[src/rtl/core/qbpg_pkg.sv]
package qbpg_pkg;

  localparam int BaseSegments = 10;
  localparam int SegBits = 6;
  localparam logic [SegBits-1:0] SegLimit = 6'd63;
  localparam logic [23:0] BodyLengthReset = 24'd19661;
  localparam int AddrBits = 1;
  localparam logic [AddrBits-1:0] RegBodyLength = 1'b0;

  typedef logic [31:0] coord_t;

endpackage

[src/rtl/core/quadratic_bezier_path_generator.sv]
// Quadratic Bezier path generator. Points arrive as start, control, end,
// control, end, ...; each end point closes a curve. The block then emits
// n+1 points for the first curve of a path and n points for later curves,
// where n is the base count of 10 or the boosted count (up to 63). Input
// stall is high while an item is being worked. For each point and each
// coordinate, three products on the shared 33x33 multiplier and an add of
// half the divisor build the rounded numerator, and a 64-step restoring
// divider (one quotient bit a cycle) divides it by n*n; S_EMIT then loads
// the output register. The start-to-control distance uses the same
// multiplier for the squared differences and a 32-step square root, then
// S_AVG and S_SEG form the average and the segment count. After a closing
// item is taken, input stall stays high until the last point of the curve
// is loaded, which a point waiting on out_stall_i delays. Start and control
// items are taken in S_IDLE and raise no stall.
module quadratic_bezier_path_generator (
  input  logic        clk_i,
  input  logic        rst_ni,
  input  logic        psel,
  input  logic        penable,
  input  logic        pwrite,
  input  logic [qbpg_pkg::AddrBits+1:0] paddr,
  input  logic [31:0] pwdata,
  output logic [31:0] prdata,
  output logic        pready,
  input  logic        in_valid_i,
  output logic        in_stall_o,
  input  logic [31:0] point_x_i,
  input  logic [31:0] point_y_i,
  input  logic        path_start_i,
  input  logic        force_boost_i,
  output logic        out_valid_o,
  input  logic        out_stall_i,
  output logic [31:0] out_x_o,
  output logic [31:0] out_y_o,
  output logic        run_last_o
);
  import qbpg_pkg::*;

  typedef enum logic [3:0] {
    S_IDLE, S_DSQ, S_SQRT, S_AVG, S_SEG, S_START, S_MUL, S_DIV, S_EMIT
  } state_e;

  state_e state_q;
  logic [23:0] body_q;
  coord_t sx_q, sy_q, cx_q, cy_q, ex_q, ey_q;
  logic [1:0] phase_q;
  logic [31:0] avg_q;
  logic first_q, force_q;
  logic [63:0] rad_q;
  logic [31:0] root_q;
  logic [65:0] rem_q;
  logic [5:0] cnt_q;
  logic [5:0] n_q, j_q;
  logic [1:0] term_q;
  logic axis_q;
  logic [65:0] num_q;
  logic [30:0] quo_q;
  logic [11:0] den_q;
  logic [31:0] rx_q, ry_q;
  logic [31:0] ox_q, oy_q;
  logic last_q, ovalid_q;

  // register write and read
  logic wr_en;
  assign wr_en = psel && penable && pwrite && (paddr[AddrBits+1:2] == RegBodyLength);
  assign pready = 1'b1;
  assign prdata = (paddr[AddrBits+1:2] == RegBodyLength) ? {8'd0, body_q} : 32'd0;

  // distance differences
  logic [32:0] dxs, dys, adx, ady;
  assign dxs = {1'b0, sx_q ^ 32'h8000_0000} - {1'b0, cx_q ^ 32'h8000_0000};
  assign dys = {1'b0, sy_q ^ 32'h8000_0000} - {1'b0, cy_q ^ 32'h8000_0000};
  assign adx = dxs[32] ? 33'(-dxs) : dxs;
  assign ady = dys[32] ? 33'(-dys) : dys;

  // shared multiplier operands
  logic [32:0] mul_a, mul_b;
  logic [65:0] mul_p;
  logic [65:0] acc_sum;
  logic [5:0] k;
  logic [31:0] p0, p1, p2, psel_pt;
  assign k = n_q - j_q;
  assign p0 = axis_q ? sy_q : sx_q;
  assign p1 = axis_q ? cy_q : cx_q;
  assign p2 = axis_q ? ey_q : ex_q;
  always_comb begin
    case (term_q)
      2'd0: begin
        psel_pt = p0;
        mul_b = {21'd0, 6'd0, k} * {27'd0, k};
      end
      2'd1: begin
        psel_pt = p1;
        mul_b = {20'd0, j_q, 1'b0} * {27'd0, k};
      end
      default: begin
        psel_pt = p2;
        mul_b = {27'd0, j_q} * {27'd0, j_q};
      end
    endcase
    mul_a = {1'b0, psel_pt ^ 32'h8000_0000};
    // square the distance differences
    if (state_q == S_DSQ) begin
      mul_a = term_q[0] ? ady : adx;
      mul_b = mul_a;
    end
    mul_p = {33'd0, mul_a} * {33'd0, mul_b};
  end
  assign acc_sum = num_q + mul_p;

  // square root step, one root bit per cycle
  logic [65:0] sq_try;
  logic [63:0] sq_shift;
  assign sq_shift = {rem_q[61:0], rad_q[63:62]};
  assign sq_try = {2'b0, sq_shift} - {32'd0, root_q, 2'b01};

  // divider step
  logic [65:0] dv_shift, dv_try;
  assign dv_shift = {rem_q[64:0], num_q[63]};
  assign dv_try = dv_shift - {54'd0, den_q};

  logic [32:0] avg_sum;
  logic [33:0] thresh;
  logic [31:0] extra;
  logic [31:0] total;
  assign avg_sum = {1'b0, avg_q} + {1'b0, root_q};
  assign thresh = {2'b0, avg_q} + {10'd0, body_q};
  assign extra = 32'(({8'd0, body_q} * 32'(BaseSegments * 2)) >> 16);
  assign total = extra + 32'(BaseSegments);

  // output register load
  logic out_load;
  assign out_load = ((state_q == S_START) || (state_q == S_EMIT)) &&
                    (!ovalid_q || !out_stall_i);

  assign in_stall_o = (state_q != S_IDLE);
  assign out_valid_o = ovalid_q;
  assign out_x_o = ox_q;
  assign out_y_o = oy_q;
  assign run_last_o = last_q;

  always_ff @(posedge clk_i or negedge rst_ni) begin
    if (!rst_ni) begin
      state_q <= S_IDLE;
      body_q <= BodyLengthReset;
      sx_q <= '0; sy_q <= '0; cx_q <= '0; cy_q <= '0; ex_q <= '0; ey_q <= '0;
      phase_q <= 2'd0;
      avg_q <= '0;
      first_q <= 1'b1;
      force_q <= 1'b0;
      rad_q <= '0;
      root_q <= '0;
      rem_q <= '0;
      cnt_q <= '0;
      n_q <= '0;
      j_q <= '0;
      term_q <= 2'd0;
      axis_q <= 1'b0;
      num_q <= '0;
      quo_q <= '0;
      den_q <= '0;
      rx_q <= '0;
      ry_q <= '0;
      ox_q <= '0;
      oy_q <= '0;
      last_q <= 1'b0;
      ovalid_q <= 1'b0;
    end else begin
      if (wr_en) begin
        body_q <= pwdata[23:0];
      end
      if (ovalid_q && !out_stall_i && !out_load) begin
        ovalid_q <= 1'b0;
      end
      case (state_q)
        S_IDLE: begin
          if (in_valid_i) begin
            if (path_start_i) begin
              avg_q <= '0;
              first_q <= 1'b1;
            end
            if (path_start_i || phase_q != 2'd2 && phase_q != 2'd1) begin
              sx_q <= point_x_i; sy_q <= point_y_i; phase_q <= 2'd1;
            end else if (phase_q == 2'd1) begin
              cx_q <= point_x_i; cy_q <= point_y_i; phase_q <= 2'd2;
            end else begin
              ex_q <= point_x_i; ey_q <= point_y_i; force_q <= force_boost_i;
              num_q <= '0;
              term_q <= 2'd0;
              state_q <= S_DSQ;
            end
          end
        end
        // sum the squared differences, saturate past 64 bits
        S_DSQ: begin
          if (term_q == 2'd0) begin
            num_q <= acc_sum;
            term_q <= 2'd1;
          end else begin
            num_q <= '0;
            term_q <= 2'd0;
            if (acc_sum[64]) begin
              root_q <= '1;
              state_q <= S_AVG;
            end else begin
              rad_q <= acc_sum[63:0];
              root_q <= '0; rem_q <= '0; cnt_q <= '0;
              state_q <= S_SQRT;
            end
          end
        end
        S_SQRT: begin
          rad_q <= {rad_q[61:0], 2'b00};
          if (!sq_try[65]) begin
            rem_q <= sq_try;
            root_q <= {root_q[30:0], 1'b1};
          end else begin
            rem_q <= {2'b0, sq_shift};
            root_q <= {root_q[30:0], 1'b0};
          end
          cnt_q <= cnt_q + 6'd1;
          if (cnt_q == 6'd31) state_q <= S_AVG;
        end
        S_AVG: begin
          avg_q <= first_q ? root_q : avg_sum[32:1];
          state_q <= S_SEG;
        end
        S_SEG: begin
          if (force_q || {2'b0, root_q} > thresh) begin
            n_q <= (total > 32'(SegLimit)) ? SegLimit : total[5:0];
          end else begin
            n_q <= 6'(BaseSegments);
          end
          j_q <= 6'd1;
          axis_q <= 1'b0;
          state_q <= first_q ? S_START : S_MUL;
          term_q <= 2'd0;
          num_q <= '0;
        end
        S_START: begin
          if (out_load) begin
            ox_q <= sx_q; oy_q <= sy_q; last_q <= 1'b0; ovalid_q <= 1'b1;
            state_q <= S_MUL;
          end
        end
        // accumulate the three weighted terms, then add half the divisor
        S_MUL: begin
          case (term_q)
            2'd2: begin
              num_q <= acc_sum;
              den_q <= 12'({6'd0, n_q} * {6'd0, n_q});
              term_q <= 2'd3;
            end
            2'd3: begin
              num_q <= num_q + 66'(den_q[11:1]);
              rem_q <= '0; cnt_q <= '0;
              term_q <= 2'd0;
              state_q <= S_DIV;
            end
            default: begin
              num_q <= acc_sum;
              term_q <= term_q + 2'd1;
            end
          endcase
        end
        S_DIV: begin
          if (!dv_try[65]) begin
            rem_q <= dv_try;
            quo_q <= {quo_q[29:0], 1'b1};
          end else begin
            rem_q <= dv_shift;
            quo_q <= {quo_q[29:0], 1'b0};
          end
          cnt_q <= cnt_q + 6'd1;
          if (cnt_q == 6'd63) begin
            num_q <= '0;
            if (!axis_q) begin
              rx_q <= {quo_q[30:0], !dv_try[65]} ^ 32'h8000_0000;
              axis_q <= 1'b1;
              state_q <= S_MUL;
            end else begin
              ry_q <= {quo_q[30:0], !dv_try[65]} ^ 32'h8000_0000;
              state_q <= S_EMIT;
            end
          end else begin
            num_q <= {num_q[64:0], 1'b0};
          end
        end
        S_EMIT: begin
          if (out_load) begin
            ox_q <= rx_q;
            oy_q <= ry_q;
            last_q <= (j_q == n_q);
            ovalid_q <= 1'b1;
            axis_q <= 1'b0;
            if (j_q == n_q) begin
              first_q <= 1'b0;
              sx_q <= ex_q; sy_q <= ey_q;
              phase_q <= 2'd1;
              state_q <= S_IDLE;
            end else begin
              j_q <= j_q + 6'd1;
              state_q <= S_MUL;
            end
          end
        end
        default: state_q <= S_IDLE;
      endcase
    end
  end
endmodule
[config.mk]
export PLATFORM = sky130hd
export DESIGN_NAME = quadratic_bezier_path_generator
export DESIGN_NICKNAME = d
export VERILOG_FILES = /design/src/rtl/core/qbpg_pkg.sv /design/src/rtl/core/quadratic_bezier_path_generator.sv
export SDC_FILE = /design/constraint.sdc
export NUM_CORES = 2
export LEC_CHECK = 0
export BUFFER_PORTS_ARGS = -buffer_cell sky130_fd_sc_hd__buf_2
export CAP_MARGIN = 20
export CORE_MARGIN = 10
export CORE_UTILIZATION = 50
export CTS_CLUSTER_SIZE = 20
export DETAILED_ROUTE_END_ITERATION = 8
export PLACE_DENSITY = 0.77
export SETUP_SLACK_MARGIN = 0.1
export SKIP_LAST_GASP = 1
export SLEW_MARGIN = 20
export SYNTH_ARGS = -nofsm -noshare
export SYNTH_HDL_FRONTEND = slang
export SYNTH_SLANG_ARGS = --single-unit
export TNS_END_PERCENT = 20
[constraint.sdc]
create_clock -name clk_i -period 31.8 [get_ports clk_i]
set_input_delay 1.59 -clock clk_i [delete_from_list [all_inputs] [get_ports clk_i]]
set_output_delay 1.59 -clock clk_i [all_outputs]
set_load 0.03 [all_outputs]
; ---- Yosys cells after proc, flatten, opt, wreduce, memory -nomap -nowiden
; Cells that the tools add are included.
[totals]
reg_bits = 677
latch_bits = 0
ram_bits = 0
romBits = 0
inputBits = 108
out_inout_bits = 100
wordCells = 243
memories = 0
[op_classes]
n_addsub = 15
multipliers = 6
div_mod_pow = 0
order_cmp = 2
n_eq_ne = 32
n_shift = 0
n_mux = 100
bitwise = 10
reduce_logical = 49
[ops]
columns = cell, n
row1 = 32-bit 2-to-1 mux, 20
row2 = 32-bit one-hot mux with 2 select lines, 7
row3 = 66-bit 2-to-1 mux, 6
row4 = 66-bit one-hot mux with 5 select lines, 1
row5 = 65-bit 2-to-1 mux, 5
row6 = 65-bit one-hot mux with 4 select lines, 1
row7 = 33-bit 2-to-1 mux, 5
row8 = 64-bit 2-to-1 mux, 2
row9 = 64-bit one-hot mux with 2 select lines, 1
row10 = 66-bit by 11-bit adder with 66-bit output, 1
row11 = 66-bit adder, 1
row12 = 33-bit by 33-bit multiplier with 66-bit output, 1
row13 = 33-bit negation, 2
row14 = 32-bit by 32-bit subtractor with 33-bit output, 2
row15 = 66-bit by 12-bit subtractor with 66-bit output, 1
row16 = 64-bit by 34-bit subtractor with 65-bit output, 1
row17 = 6-bit by 6-bit multiplier with 12-bit output, 4
row18 = 6-bit 2-to-1 mux, 7
row19 = 4-bit 2-to-1 mux, 10
row20 = 4-bit one-hot mux with 9 select lines, 1
row21 = 32-bit by 24-bit adder with 33-bit output, 1
row22 = 32-bit by 32-bit adder with 33-bit output, 1
row23 = 32-bit by 33-bit > comparator with 1-bit output, 1
row24 = 2-bit != test (second input constant), 14
row25 = other kinds (44), 118

; ---- Longest topological paths before layout
[depth]
word_depth = 11
depth_mapped = 60
ltp_nobuf = 55

; ---- Worst setup path before layout
; Ideal clock, no wire load.
[synth_timing]
path_type = reg-to-reg
from = register j_q[1]
to = register rad_q[10]
setup_time_ps = 125
t_arrival_ps = 13565
required_time_ps = 31675
path_slack_ps = 18110
path_stages_with_launch = 57
n_path_buf = 7
period_less_slack_ps = 13690
path_cell_list = dfrtp_1 > clkbuf_1 > inv_1 > ha_1 > a21o_1 > a21o_1 > xor2_1 > clkbuf_1 > nand2_1 > fa_1 > fa_1 > inv_1 > fa_1 > ha_1 > a21o_1 > a21o_1 > a21o_1 > a21oi_1 > [... 21 more ...] > inv_1 > ha_1 > buf_2 > a21o_1 > a21o_1 > a221oi_2 > o31ai_1 > o2111ai_1 > nand3_1 > o22a_1 > a221o_1 > a21oi_1 > xnor2_2 > or4_4 > o2111ai_2 > buf_6 > buf_12 > mux2_4
[synth_via]
elab_chain_len = 9
word_cells_on_any_way = 13
classes_between = 2 x add/sub / 4 x mul / 1 x eq/ne / 5 x mux / 1 x reduce/logical
[synth_lines]
columns = item, line
row1 = from (decl), quadratic_bezier_path_generator.sv:53  ; logic [5:0] n_q, j_q;
row2 = from (signal assigned), quadratic_bezier_path_generator.sv:302  ; j_q <= j_q + 6'd1;
row3 = 6-bit subtractor, quadratic_bezier_path_generator.sv:82  ; assign k = n_q - j_q;
row4 = 6-bit by 6-bit multiplier with 12-bit output (on tied branches), "quadratic_bezier_path_generator.sv:90, quadratic_bezier_path_generator.sv:94"
row5 = 13-bit one-hot mux with 2 select lines (*), quadratic_bezier_path_generator.sv:87  ; case (term_q)
row6 = 33-bit 2-to-1 mux (*), quadratic_bezier_path_generator.sv:103  ; if (state_q == S_DSQ) begin
row7 = 33-bit by 33-bit multiplier with 66-bit output (*), quadratic_bezier_path_generator.sv:107  ; mul_p = {33'd0, mul_a} * {33'd0, mul_b};
row8 = 66-bit adder (*), quadratic_bezier_path_generator.sv:109  ; assign acc_sum = num_q + mul_p;
row9 = 64-bit 2-to-1 mux, quadratic_bezier_path_generator.sv:202  ; if (acc_sum[64]) begin
row10 = 64-bit 2-to-1 mux, quadratic_bezier_path_generator.sv:196  ; if (term_q == 2'd0) begin
row11 = 64-bit one-hot mux with 2 select lines, quadratic_bezier_path_generator.sv:175  ; case (state_q)
row12 = to (signal assigned), quadratic_bezier_path_generator.sv:206  ; rad_q <= acc_sum[63:0];
row13 = to (signal assigned), quadratic_bezier_path_generator.sv:213  ; rad_q <= {rad_q[61:0], 2'b00};
row14 = to (decl), quadratic_bezier_path_generator.sv:49  ; logic [63:0] rad_q;
; Every way passes the cells marked *; elsewhere a longest branch is shown, timed or not. The select of a mux whose other input is x is not followed.
; A chain may end at the register's enable or synchronous reset.

; ---- Worst setup path after layout
[layout_timing]
from = register j_q[1]
to = register rad_q[43]
; Same word-level chain as after synthesis.

==> run_results.csv <==
group,metric,value,unit
sta,skew,0.08583,ns
final_layout,fin_util,53.53,%
final_layout,final_common_cell,"nand2_1",
hold_path,hp-class,"reg2reg",
clock_network,postCtsHoldBufs,0,
sta,rsz0062_at_grt,"false",
drt,antenna_left,0,
floorplanning,die_area,189000,sq um
clock_network,cts_setup_buffers,0,
logic_synthesis,ys_warn_count,0,
logic_synthesis,synth-seq-area-share,19.65,%
drt,routedWlPerCell,22.35,um
setup_path,critical_path_arrival,17.36,ns
sta,period_minus_slack,16.83,ns
drt,drcViolationCount,0,
clock_network,ctsLongestPathBuffers,3,
sta,maxSlewHeadroom,14.29,%
clock_network,cts_tree,"built",
floorplanning,fp.coreArea,171400,sq um
clock_network,htree_levels,3,
final_layout,seq_area,16910,sq um
logic_synthesis,yosys.area.top_type_share,24.79,%
floorplanning,die_w,434.7,um
place,port_buffers,188,
sta,tightest_slew,1.253,ns
setup_path,critPathMaxFanout,56,
clock_network,cts_sinks,675,
setup_path,startpoint_type,"flip-flop",
floorplanning,io-pin-count,208,
drt,num_vias,73280,
drt,viasPerCell,5.991,
logic_synthesis,synth.area.top_cells,"fa_1 25%, dfrtp_1 19%, ha_1 8.4%",
global_routing,antenna_found_initial,23,
logic_synthesis,synth_edf_count,0,
run_status,status,"completed",
final_layout,num-fill-cells,15270,
setup_path,critical_path_class,"reg2reg",
global_routing,grt_max_degree,156,
clock_network,clkTransAtPathRegs,0.06,ns
sta,fmax,0.05941,GHz
global_routing,track_usage,28.41,%
floorplanning,start_util,50.19,%
job,cap_violations,0,
place,place_area,88970,sq um
final_layout,stdcell_area,91720,sq um
setup_path,required,32.33,ns
drt,dr.pass1.iters,7,
drt,drtIter0Drc,7444,
drt,wl,273.4,mm
logic_synthesis,synth_top_cell_by_area,"fa_1",
floorplanning,rows,152,
global_routing,gr-total-overflow,0,
sta,finalSetupTns,0,ns
floorplanning,die_y,434.7,um
final_layout,area_growth,6.650,%
clock_network,cts_resized,0,
clock_network,insertion_delay,0.72,ns
place,dp_hpwl,209.3,mm
sta,hold_violations,0,
final_layout,largestRegisters,"num_q x65, rem_q x65, rad_q x64",
global_routing,grt_pass1_vias,75690,
global_routing,grt_pass1_wl,429.2,mm
setup_path,max_stage_delay,0.98,ns
final_layout,drive_gt1_share,8.897,%
final_layout,layout_common_cells,"1594 x nand2_1, 1511 x inv_1, 1065 x fa_1",
logic_synthesis,synth_seq_cells,675,
setup_path,crit_slowest_cell,"and2_1",
sta,period_share,52.93,%
clock_network,cts_buffers,79,
final_layout,multiInputGateArea,61600,sq um
sta,drv_slew,0,
logic_synthesis,synth_ff_type,"dfrtp_1",
setup_path,cp-end-kind,"flip-flop",
clock_network,cts-root-buf,"clkbuf_16",
logic_synthesis,async_reset_ff_share,100.0,%
setup_path,crit_top_cell,"fa_1",
logic_synthesis,synth_cell_types,125,
logic_synthesis,synth_area_per_cell,8.666,sq um
sta,setup_violations,0,
logic_synthesis,syn_area,86000,sq um
place,gp_congestion,1.013,
final_layout,fin_nets,11590,
logic_synthesis,syn_inst,9924,
kinds of logic (layout without fill, tap and decap cells):
group	Yosys count	count (layout)	share of synthesized area, %
DFF	675	675	19.65
adders and majority gates	1642	1642	33.19
xor gates and xnor gates	404	404	4.123
AOI/OAI and AO/OA	1712	1712	13.41
buffers and inverters	2038	1978	9.294
and+or+nand+nor	3126	3126	15.93
other	2	60	0.008733
muxes	325	325	4.397
stage by stage:
step | setup WS, ns | hold slack (ns) | std cells
floorplan | 18.11 | 0.4428 | 9962
global placement | 15.21 | 0.4626 | 12070
detailed placement | 15.00 | 0.4747 | 12070
CTS | 14.89 | 0.4886 | 12210
global route | 14.30 | 0.5167 | 12230
finish | 14.97 | 0.4946 | 12230
critical path: cells and delay by family, from the launching register on:
| kind | cells | cell delay, ns |
|---|---|---|
| adder cells (fa/ha/maj) | 14 | 6.80 |
| AO/OA/AOI/OAI | 17 | 3.68 |
| AND/OR/NAND/NOR | 7 | 2.34 |
| buffers and inverters | 9 | 1.64 |
| XOR/XNOR | 3 | 1.00 |
| flip-flops | 1 | 0.66 |
| multiplexers | 1 | 0.35 |
worst paths after layout:
kind / start / endpoint / slack, ns / cells past startpoint
max: j_q[1] / rad_q[43] / 14.97 / 51
min reg2reg: ry_q[31] / ry_q[31] / 0.49 / 2
min in group asynchronous: rst_ni / avg_q[11] / 0.94 / 1
min: ry_q[31] / ry_q[31] / 0.49 / 2
max reg2reg: j_q[1] / rad_q[43] / 14.97 / 51
max in group asynchronous: rst_ni / rad_q[43] / 26.84 / 5
layer usage:
metal  wire length (um)  global-route usage, %  up-vias
li1                   -                      -    32030
met1             103000                  35.36    36430
met5                 84                      0        -
met3              28780                  7.050      915
met2             123400                  44.88     3890
met4              18190                  16.43       10
cell type report:
class / instances / area share [%]
tap: 2310 / 3.151
clock buffer: 111 / 2.417
multi-input combinational: 7249 / 67.16
antenna: 20 / 0.05457
sequential: 675 / 18.43
timing repair buffer: 314 / 2.091
inverter: 1520 / 6.223
clock inverter: 33 / 0.4693
cells in the mapped netlist, types with 159 or more instances:
library cell	number
a21oi_1	362
a31oi_1	161
clkbuf_1	397
dfrtp_1	666
fa_1	1065
ha_1	577
inv_1	1511
mux2_2	204
nand2_1	1597
nor2_1	757
o21ai_0	404
xnor2_1	244
xor2_1	159
Power is not shown: default switching activity piles up to over one toggle a cycle in this logic, so the estimate is an artifact.
